[src/srec_pkg.sv]
// Types, codes and helpers shared by the S3 record encoder modules.
package srec_pkg;

    typedef logic [2:0] sel_t;

    localparam sel_t SEL_S3   = 3'd0;
    localparam sel_t SEL_CNT  = 3'd1;
    localparam sel_t SEL_ADDR = 3'd2;
    localparam sel_t SEL_DATA = 3'd3;
    localparam sel_t SEL_CSUM = 3'd4;
    localparam sel_t SEL_NL   = 3'd5;

    localparam logic [6:0] CHAR_S  = 7'h53;
    localparam logic [6:0] CHAR_3  = 7'h33;
    localparam logic [6:0] CHAR_NL = 7'h0A;

    typedef struct packed {
        logic load;
        logic emit;
        sel_t sel;
    } srec_cmd_t;

    typedef struct packed {
        logic flush;
        logic addr_last;
        logic data_last;
        logic out_free;
    } srec_status_t;

    function automatic logic [6:0] hex_char(input logic [3:0] nib);
        if (nib < 4'd10) begin
            return 7'h30 + {3'b000, nib};
        end
        return 7'h37 + {3'b000, nib};
    endfunction

endpackage

[src/srec_ctrl.sv]
// Sequencer that walks the fields of one S3 record and gates input words.
module srec_ctrl
    import srec_pkg::*;
(
    input  logic         aclk,
    input  logic         aresetn,
    input  logic         s_tvalid,
    output logic         s_tready,
    input  srec_status_t status,
    output srec_cmd_t    cmd
);

    localparam logic [2:0] ST_IDLE = 3'd0;
    localparam logic [2:0] ST_HDR  = 3'd1;
    localparam logic [2:0] ST_CNT  = 3'd2;
    localparam logic [2:0] ST_ADDR = 3'd3;
    localparam logic [2:0] ST_DATA = 3'd4;
    localparam logic [2:0] ST_CSUM = 3'd5;
    localparam logic [2:0] ST_NL   = 3'd6;

    logic [2:0] state_reg;
    logic [2:0] state_next;

    assign s_tready = (state_reg == ST_IDLE);

    always_comb begin
        state_next = state_reg;
        cmd.load   = 1'b0;
        cmd.emit   = 1'b0;
        cmd.sel    = SEL_S3;
        unique case (state_reg)
            ST_IDLE: begin
                cmd.load = s_tvalid;
                if (s_tvalid && status.flush) begin
                    state_next = ST_HDR;
                end
            end
            ST_HDR: begin
                cmd.sel  = SEL_S3;
                cmd.emit = status.out_free;
                if (status.out_free) begin
                    state_next = ST_CNT;
                end
            end
            ST_CNT: begin
                cmd.sel  = SEL_CNT;
                cmd.emit = status.out_free;
                if (status.out_free) begin
                    state_next = ST_ADDR;
                end
            end
            ST_ADDR: begin
                cmd.sel  = SEL_ADDR;
                cmd.emit = status.out_free;
                if (status.out_free && status.addr_last) begin
                    state_next = ST_DATA;
                end
            end
            ST_DATA: begin
                cmd.sel  = SEL_DATA;
                cmd.emit = status.out_free;
                if (status.out_free && status.data_last) begin
                    state_next = ST_CSUM;
                end
            end
            ST_CSUM: begin
                cmd.sel  = SEL_CSUM;
                cmd.emit = status.out_free;
                if (status.out_free) begin
                    state_next = ST_NL;
                end
            end
            ST_NL: begin
                cmd.sel  = SEL_NL;
                cmd.emit = status.out_free;
                if (status.out_free) begin
                    state_next = ST_IDLE;
                end
            end
            default: begin
                state_next = ST_IDLE;
            end
        endcase
    end

    always_ff @(posedge aclk) begin
        if (!aresetn) begin
            state_reg <= ST_IDLE;
        end else begin
            state_reg <= state_next;
        end
    end

endmodule

[src/srec_dp.sv]
// Byte buffer, address and checksum registers, and the output word register.
module srec_dp
    import srec_pkg::*;
#(
    parameter int RECORD_BYTES = 32
) (
    input  logic         aclk,
    input  logic         aresetn,
    input  logic [7:0]   data_byte,
    input  logic         segment_start,
    input  logic [31:0]  start_address,
    input  logic         segment_end,
    input  srec_cmd_t    cmd,
    output srec_status_t status,
    output logic         m_tvalid,
    input  logic         m_tready,
    output logic [6:0]   first_char,
    output logic [6:0]   second_char,
    output logic         pair_valid,
    output logic         record_last
);

    localparam int FW = $clog2(RECORD_BYTES + 1);
    localparam int AW = (RECORD_BYTES > 1) ? $clog2(RECORD_BYTES) : 1;
    localparam logic [FW-1:0] FULL = FW'(RECORD_BYTES);

    logic [7:0]    mem [RECORD_BYTES];
    logic [7:0]    rd_data_reg;
    logic [FW-1:0] fill_reg;
    logic [FW-1:0] fill_next;
    logic [FW-1:0] rd_idx_reg;
    logic [FW-1:0] rd_idx_next;
    logic [1:0]    ab_reg;
    logic [31:0]   addr_reg;
    logic [7:0]    sum_reg;
    logic [FW-1:0] wr_pos;
    logic [FW-1:0] wr_inc;
    logic [7:0]    count8;
    logic [7:0]    addr_byte;
    logic [7:0]    field_byte;
    logic          m_tvalid_reg;
    logic [6:0]    first_reg;
    logic [6:0]    second_reg;
    logic          pair_reg;
    logic          last_reg;

    assign wr_pos = (segment_start || fill_reg >= FULL) ? '0 : fill_reg;
    assign wr_inc = wr_pos + 1'b1;
    assign count8 = 8'(fill_reg) + 8'd5;
    assign addr_byte = 8'(addr_reg >> {~ab_reg, 3'b000});

    assign status.flush     = (wr_inc == FULL) || segment_end;
    assign status.addr_last = (ab_reg == 2'd3);
    assign status.data_last = (rd_idx_reg == fill_reg - 1'b1);
    assign status.out_free  = !m_tvalid_reg || m_tready;

    always_comb begin
        unique case (cmd.sel)
            SEL_CNT:  field_byte = count8;
            SEL_ADDR: field_byte = addr_byte;
            SEL_DATA: field_byte = rd_data_reg;
            SEL_CSUM: field_byte = ~sum_reg;
            default:  field_byte = 8'h00;
        endcase
    end

    always_comb begin
        rd_idx_next = rd_idx_reg;
        if (cmd.emit && cmd.sel == SEL_S3) begin
            rd_idx_next = '0;
        end else if (cmd.emit && cmd.sel == SEL_DATA) begin
            rd_idx_next = rd_idx_reg + 1'b1;
        end
    end

    always_comb begin
        fill_next = fill_reg;
        if (cmd.load) begin
            fill_next = wr_inc;
        end else if (cmd.emit && cmd.sel == SEL_NL) begin
            fill_next = '0;
        end
    end

    always_ff @(posedge aclk) begin
        if (cmd.load) begin
            mem[wr_pos[AW-1:0]] <= data_byte;
        end
        rd_data_reg <= mem[rd_idx_next[AW-1:0]];
    end

    always_ff @(posedge aclk) begin
        if (!aresetn) begin
            fill_reg   <= '0;
            addr_reg   <= '0;
            rd_idx_reg <= '0;
            ab_reg     <= '0;
        end else begin
            fill_reg   <= fill_next;
            rd_idx_reg <= rd_idx_next;
            if (cmd.load && segment_start) begin
                addr_reg <= start_address;
            end else if (cmd.emit && cmd.sel == SEL_NL) begin
                addr_reg <= addr_reg + 32'(fill_reg);
            end
            if (cmd.emit && cmd.sel == SEL_S3) begin
                ab_reg <= '0;
            end else if (cmd.emit && cmd.sel == SEL_ADDR) begin
                ab_reg <= ab_reg + 1'b1;
            end
        end
    end

    always_ff @(posedge aclk) begin
        if (cmd.emit && cmd.sel == SEL_S3) begin
            sum_reg <= count8;
        end else if (cmd.emit && (cmd.sel == SEL_ADDR || cmd.sel == SEL_DATA)) begin
            sum_reg <= sum_reg + field_byte;
        end
    end

    always_ff @(posedge aclk) begin
        if (!aresetn) begin
            m_tvalid_reg <= 1'b0;
        end else if (cmd.emit) begin
            m_tvalid_reg <= 1'b1;
        end else if (m_tready) begin
            m_tvalid_reg <= 1'b0;
        end
    end

    always_ff @(posedge aclk) begin
        if (cmd.emit) begin
            if (cmd.sel == SEL_S3) begin
                first_reg  <= CHAR_S;
                second_reg <= CHAR_3;
                pair_reg   <= 1'b1;
                last_reg   <= 1'b0;
            end else if (cmd.sel == SEL_NL) begin
                first_reg  <= CHAR_NL;
                second_reg <= 7'h00;
                pair_reg   <= 1'b0;
                last_reg   <= 1'b1;
            end else begin
                first_reg  <= hex_char(field_byte[7:4]);
                second_reg <= hex_char(field_byte[3:0]);
                pair_reg   <= 1'b1;
                last_reg   <= 1'b0;
            end
        end
    end

    assign m_tvalid    = m_tvalid_reg;
    assign first_char  = first_reg;
    assign second_char = second_reg;
    assign pair_valid  = pair_reg;
    assign record_last = last_reg;

endmodule

[src/srec_s3_record_encoder_unit.sv]
// Top level of the S3 record encoder: streams segment bytes in, ASCII pairs out.
//
// The slave channel takes one segment byte per word, with the load address
// beside it. tuser marks the first byte of a segment, which loads the record
// address; tlast marks its last byte and flushes the buffered bytes.
// The master channel gives one word per two ASCII characters: "S3", the
// count, four address bytes, the data bytes and the checksum, then a lone
// newline word with tlast high that ends the record.
// A byte that does not close a record is taken while the sequencer is idle.
// A byte that closes a record of n bytes stops the slave channel while the
// sequencer emits the n + 8 words of the record into the output register,
// one word per cycle whenever that register is free, starting with "S3".
// No new byte is taken until the newline word has been emitted.
// When the receiver stalls, the output register holds its word and the
// sequencer waits, so no word is lost. Reset clears the buffer fill, the
// record address and the output valid; buffer contents need no clearing.
module srec_s3_record_encoder_unit
    import srec_pkg::*;
#(
    parameter int RECORD_BYTES = 32
) (
    input  logic        aclk,
    input  logic        aresetn,
    input  logic        s_tvalid,
    output logic        s_tready,
    input  logic [39:0] s_tdata,   // data_byte [7:0], start_address [39:8]
    input  logic        s_tuser,   // segment_start
    input  logic        s_tlast,
    output logic        m_tvalid,
    input  logic        m_tready,
    output logic [15:0] m_tdata,   // first_char [6:0], second_char [13:7], zero [15:14]
    output logic        m_tuser,   // pair_valid
    output logic        m_tlast
);

    srec_cmd_t    cmd;
    srec_status_t status;
    logic [6:0]   first_char;
    logic [6:0]   second_char;

    srec_ctrl u_ctrl (
        .aclk     (aclk),
        .aresetn  (aresetn),
        .s_tvalid (s_tvalid),
        .s_tready (s_tready),
        .status   (status),
        .cmd      (cmd)
    );

    srec_dp #(
        .RECORD_BYTES (RECORD_BYTES)
    ) u_dp (
        .aclk          (aclk),
        .aresetn       (aresetn),
        .data_byte     (s_tdata[7:0]),
        .segment_start (s_tuser),
        .start_address (s_tdata[39:8]),
        .segment_end   (s_tlast),
        .cmd           (cmd),
        .status        (status),
        .m_tvalid      (m_tvalid),
        .m_tready      (m_tready),
        .first_char    (first_char),
        .second_char   (second_char),
        .pair_valid    (m_tuser),
        .record_last   (m_tlast)
    );

    assign m_tdata = {2'b00, second_char, first_char};

endmodule

[config.mk]
export PLATFORM = sky130hd
export DESIGN_NAME = srec_s3_record_encoder_unit
export DESIGN_NICKNAME = d
export VERILOG_FILES = /design/src/srec_pkg.sv /design/src/srec_ctrl.sv /design/src/srec_dp.sv /design/src/srec_s3_record_encoder_unit.sv
export SDC_FILE = /design/constraint.sdc
export NUM_CORES = 1
export LEC_CHECK = 0
export ABC_CLOCK_PERIOD_IN_PS = 6400
export BUFFER_PORTS_ARGS = -buffer_cell sky130_fd_sc_hd__buf_4
export CAP_MARGIN = 20
export CORE_AREA = 2 2 164 166
export DETAILED_ROUTE_END_ITERATION = 8
export DIE_AREA = 0 0 166 168
export PLACE_DENSITY_LB_ADDON = 0.08
export SLEW_MARGIN = 20
export SYNTH_ARGS = -nofsm -noshare
export SYNTH_HDL_FRONTEND = slang
export SYNTH_SLANG_ARGS = --single-unit
[constraint.sdc]
create_clock -name aclk -period 6.4 [get_ports aclk]
set_input_delay 1.28 -clock aclk [delete_from_list [all_inputs] [get_ports aclk]]
set_output_delay 1.28 -clock aclk [all_outputs]
set_load 0.05 [all_outputs]
==> summary.md <==
| Metric | Value |
|---|---|
| Status | finished clean |
| Top FF cell, synth | edfxtp_1 |
| Clk_lat worst skew | 530 ps |
| CTS tree | yes |
| Crit end category | register |
| Ys Warns | 0 |
| Worst-path clk slew | ~60 ps |
| DP Area | 0.0161 mm² |
| Remaining Overflow, GRT | 0 |
| Final Instance Area | 0.0173 mm² |
| Residual DRC count | 0 |
| CTS hold repair buffers | 0 |
| Slew Limit Headroom | 31.2% |
| Beginning of the worst hold path | u_dp.addr_reg[0]$_SDFFE_PN0P_ |
| Fin crit share | 64.2% |
| Achievable clock frequency | 244 MHz |
| Cell Rows | 60 |
| Reg2Reg Depth | 8 |
| R2R setup slack | approximately 2300 ps |
| DRT iter0 DRCs | 1050 |
| Initial antenna violation count | 0 |
| IO Count | 66 |
| Synth Register Bits | around 340 |
| Final Hold Fails | 0 |
| Fraction of registers with async set/reset | 0% |
| Synth area leader | edfxtp_1 |
| ANT cells | 0 |
| Hold endpoint | u_dp.addr_reg[0]$_SDFFE_PN0P_ |
| Die area | 0.0279 mm² |
| DR vias | 10500 |
| Routed Antenna Nets | 0 |
| Core Area | between 0.02 and 0.03 mm² |
| First-pass GRT wire length | 58300 µm |
| Root buffer cell | clkbuf_16 |
| Layout cell share with drive strength beyond 1 | 11.1% |
| EDFF count, synth | 280 |
| Area delta synth->final | 11.5% |
| Gate Count Post-Synth | 1262 |
| Die Span X | 166 µm |
| Final Util | 65.6% |
| Worst IR Drop VDD | 0.281 mV |
| IO buf count | 63 |
| Seq/Total Area, Yosys | 61.8% |
| Vias in the first global route | around 10000 |
| Gr usage total | 27.6% |
| Die height | 168 µm |
| Final estimated routing congestion in global placement | 0.951 |
| Critical Path AT | 4510 ps |
| Synth area leaders | edfxtp_1 (54%), dfxtp_1 (7.5%), mux2i_1 (6.8%) |
| Final nets | 1362 |
| RSZ-0062 raised after global routing | false |
| Max-cap violations | 0 |
| Clk buf depth | 3 |
| Share of the synthesized area in the top cell type | between 50% and 60% |
| Total CTS buffers | 36 |
| Post-CTS sizing | 0 |
| Final setup fails | 0 |
| Initial Util | approximately three fifths |
| WS Path Type | primary input to register |
| Reg2reg end | u_dp.rd_data_reg[4]$_DFF_P_ |
| Post-Syn Area | 0.0155 mm² |
| Critical Path Fanout Max | 66 |
| DRT Pass-1 Iters | 6 |
| Largest net degree at the start of global routing | 67 |
| Max reg flops | 256 |
| HP Class | register to register |
| Postcts setup bufs | 0 |
| WHS | approximately 470 ps |
| Setup tns final | 0 ps |
| Worst Hold Path Cells | 2 |
| Worst Path Required | 6800 ps |
| WL final | roughly 40000 µm |
| Reg2reg start | u_ctrl.state_reg[2]$_SDFFE_PN0P_ |
| Commonest cells after routing, fill and taps aside | edfxtp_1 (280), nand2_1 (155), mux2i_1 (105) |
| Slew Viols, Final | 0 |
| Vias per cell | roughly 6.3 |
| CP startpoint kind | primary input |
| Post-DR wirelength/cell | 23.5 µm |
| CTS Sinks | around 340 |
| Pleak | 5.68 nW |
| Worst-case clock skew | 11.5 ps |
| H-tree depth | 2 |
| Post-detail-place hpwl | between 20000 and 30000 µm |
| Most common cell after layout, fill and taps aside | edfxtp_1 |
| Syn avg cell area | 12.3 µm² |
| Tmin final | just over 4000 ps |
| Cell variety after synth | 74 |
| Pwr/cell area | approximately 290 mW/mm² |
| Tightest Pin Transition | 1030 ps |
Yosys cell counts, types with 30 or more instances:
| master | count |
|---|---|
| nand3_1 | 38 |
| a21oi_1 | 44 |
| dfxtp_1 | 58 |
| a221oi_1 | 30 |
| inv_1 | 36 |
| o21ai_0 | 44 |
| edfxtp_1 | 280 |
| clkbuf_1 | 56 |
| nor2_1 | 79 |
| mux2i_1 | 105 |
| nand2_1 | 155 |
where the power goes:
group / internal (W) / leakage (nW) / switching [W]
Clock: 0.00115 / 0.546 / 0.000863
Sequential: 0.00245 / 2.99 / 0.0000566
Combinational: 0.000144 / 2.14 / 0.000276
stage by stage:
step           setup WS (ps)  power, W  cells
5_1_grt                 2050   0.00509   1661
6_report                2290   0.00495   1661
2_1_floorplan           2930   0.00282   1263
4_1_cts                 2330   0.00497   1661
3_5_place_dp            1820   0.00297   1595
3_3_place_gp            1890   0.00296   1595
cell type report:
cell class / instances / area, µm²
clock buffer: 44 / 952
clock inverter: 22 / 188
fill: 1992 / 9070
inverter: 39 / 146
multi-input combinational: 804 / 5450
sequential: 338 / 9570
tap: 341 / 427
timing repair buffer: 73 / 548
worst max-delay path by stage:
stage	startpoint	end	slack (ps)	cells after the start
2_1_floorplan	u_ctrl.state_reg[0]$_SDFFE_PN0P_	u_dp.sum_reg[7]$_SDFFCE_PP0P_	2930	16
3_3_place_gp	m_tready	u_dp.rd_data_reg[7]$_DFF_P_	1890	9
3_5_place_dp	m_tready	u_dp.rd_data_reg[4]$_DFF_P_	1820	9
4_1_cts	u_dp.ab_reg[0]$_SDFFE_PP0P_	u_dp.sum_reg[7]$_SDFFCE_PP0P_	2330	11
5_1_grt	u_dp.ab_reg[0]$_SDFFE_PP0P_	u_dp.sum_reg[7]$_SDFFCE_PP0P_	2050	11
6_report	m_tready	u_dp.rd_data_reg[4]$_DFF_P_	2290	9
cell families after synthesis:
family	count (synthesis)	share of synthesized area, %
XOR/XNOR	29	1.64
flip-flops	338	61.8
multiplexers	115	8.16
AND/OR/NAND/NOR	378	11.5
other	1	0.0242
adder cells (fa/ha/maj)	26	2.17
buffers and inverters	121	3.26
AO/OA/AOI/OAI	254	11.5
critical path, cell delays in order:
cell and delay (ps):
buf_4 110, nand2b_1 440, o211ai_1 450, a21o_4 850, buf_4 440, mux2i_1 230
a221oi_1 160, o41ai_1 380, nand4_1 130
metal layers:
layer	vias to the layer above	share of wire [%]	GRT usage [%]
met1	5107	40	35.2
met4	0	5.1	13.6
met2	419	49	46.6
met3	109	6.0	4.04
met5	-	0	0
li1	4865	-	-
No activity file was read; power rests on OpenSTA's default activity.
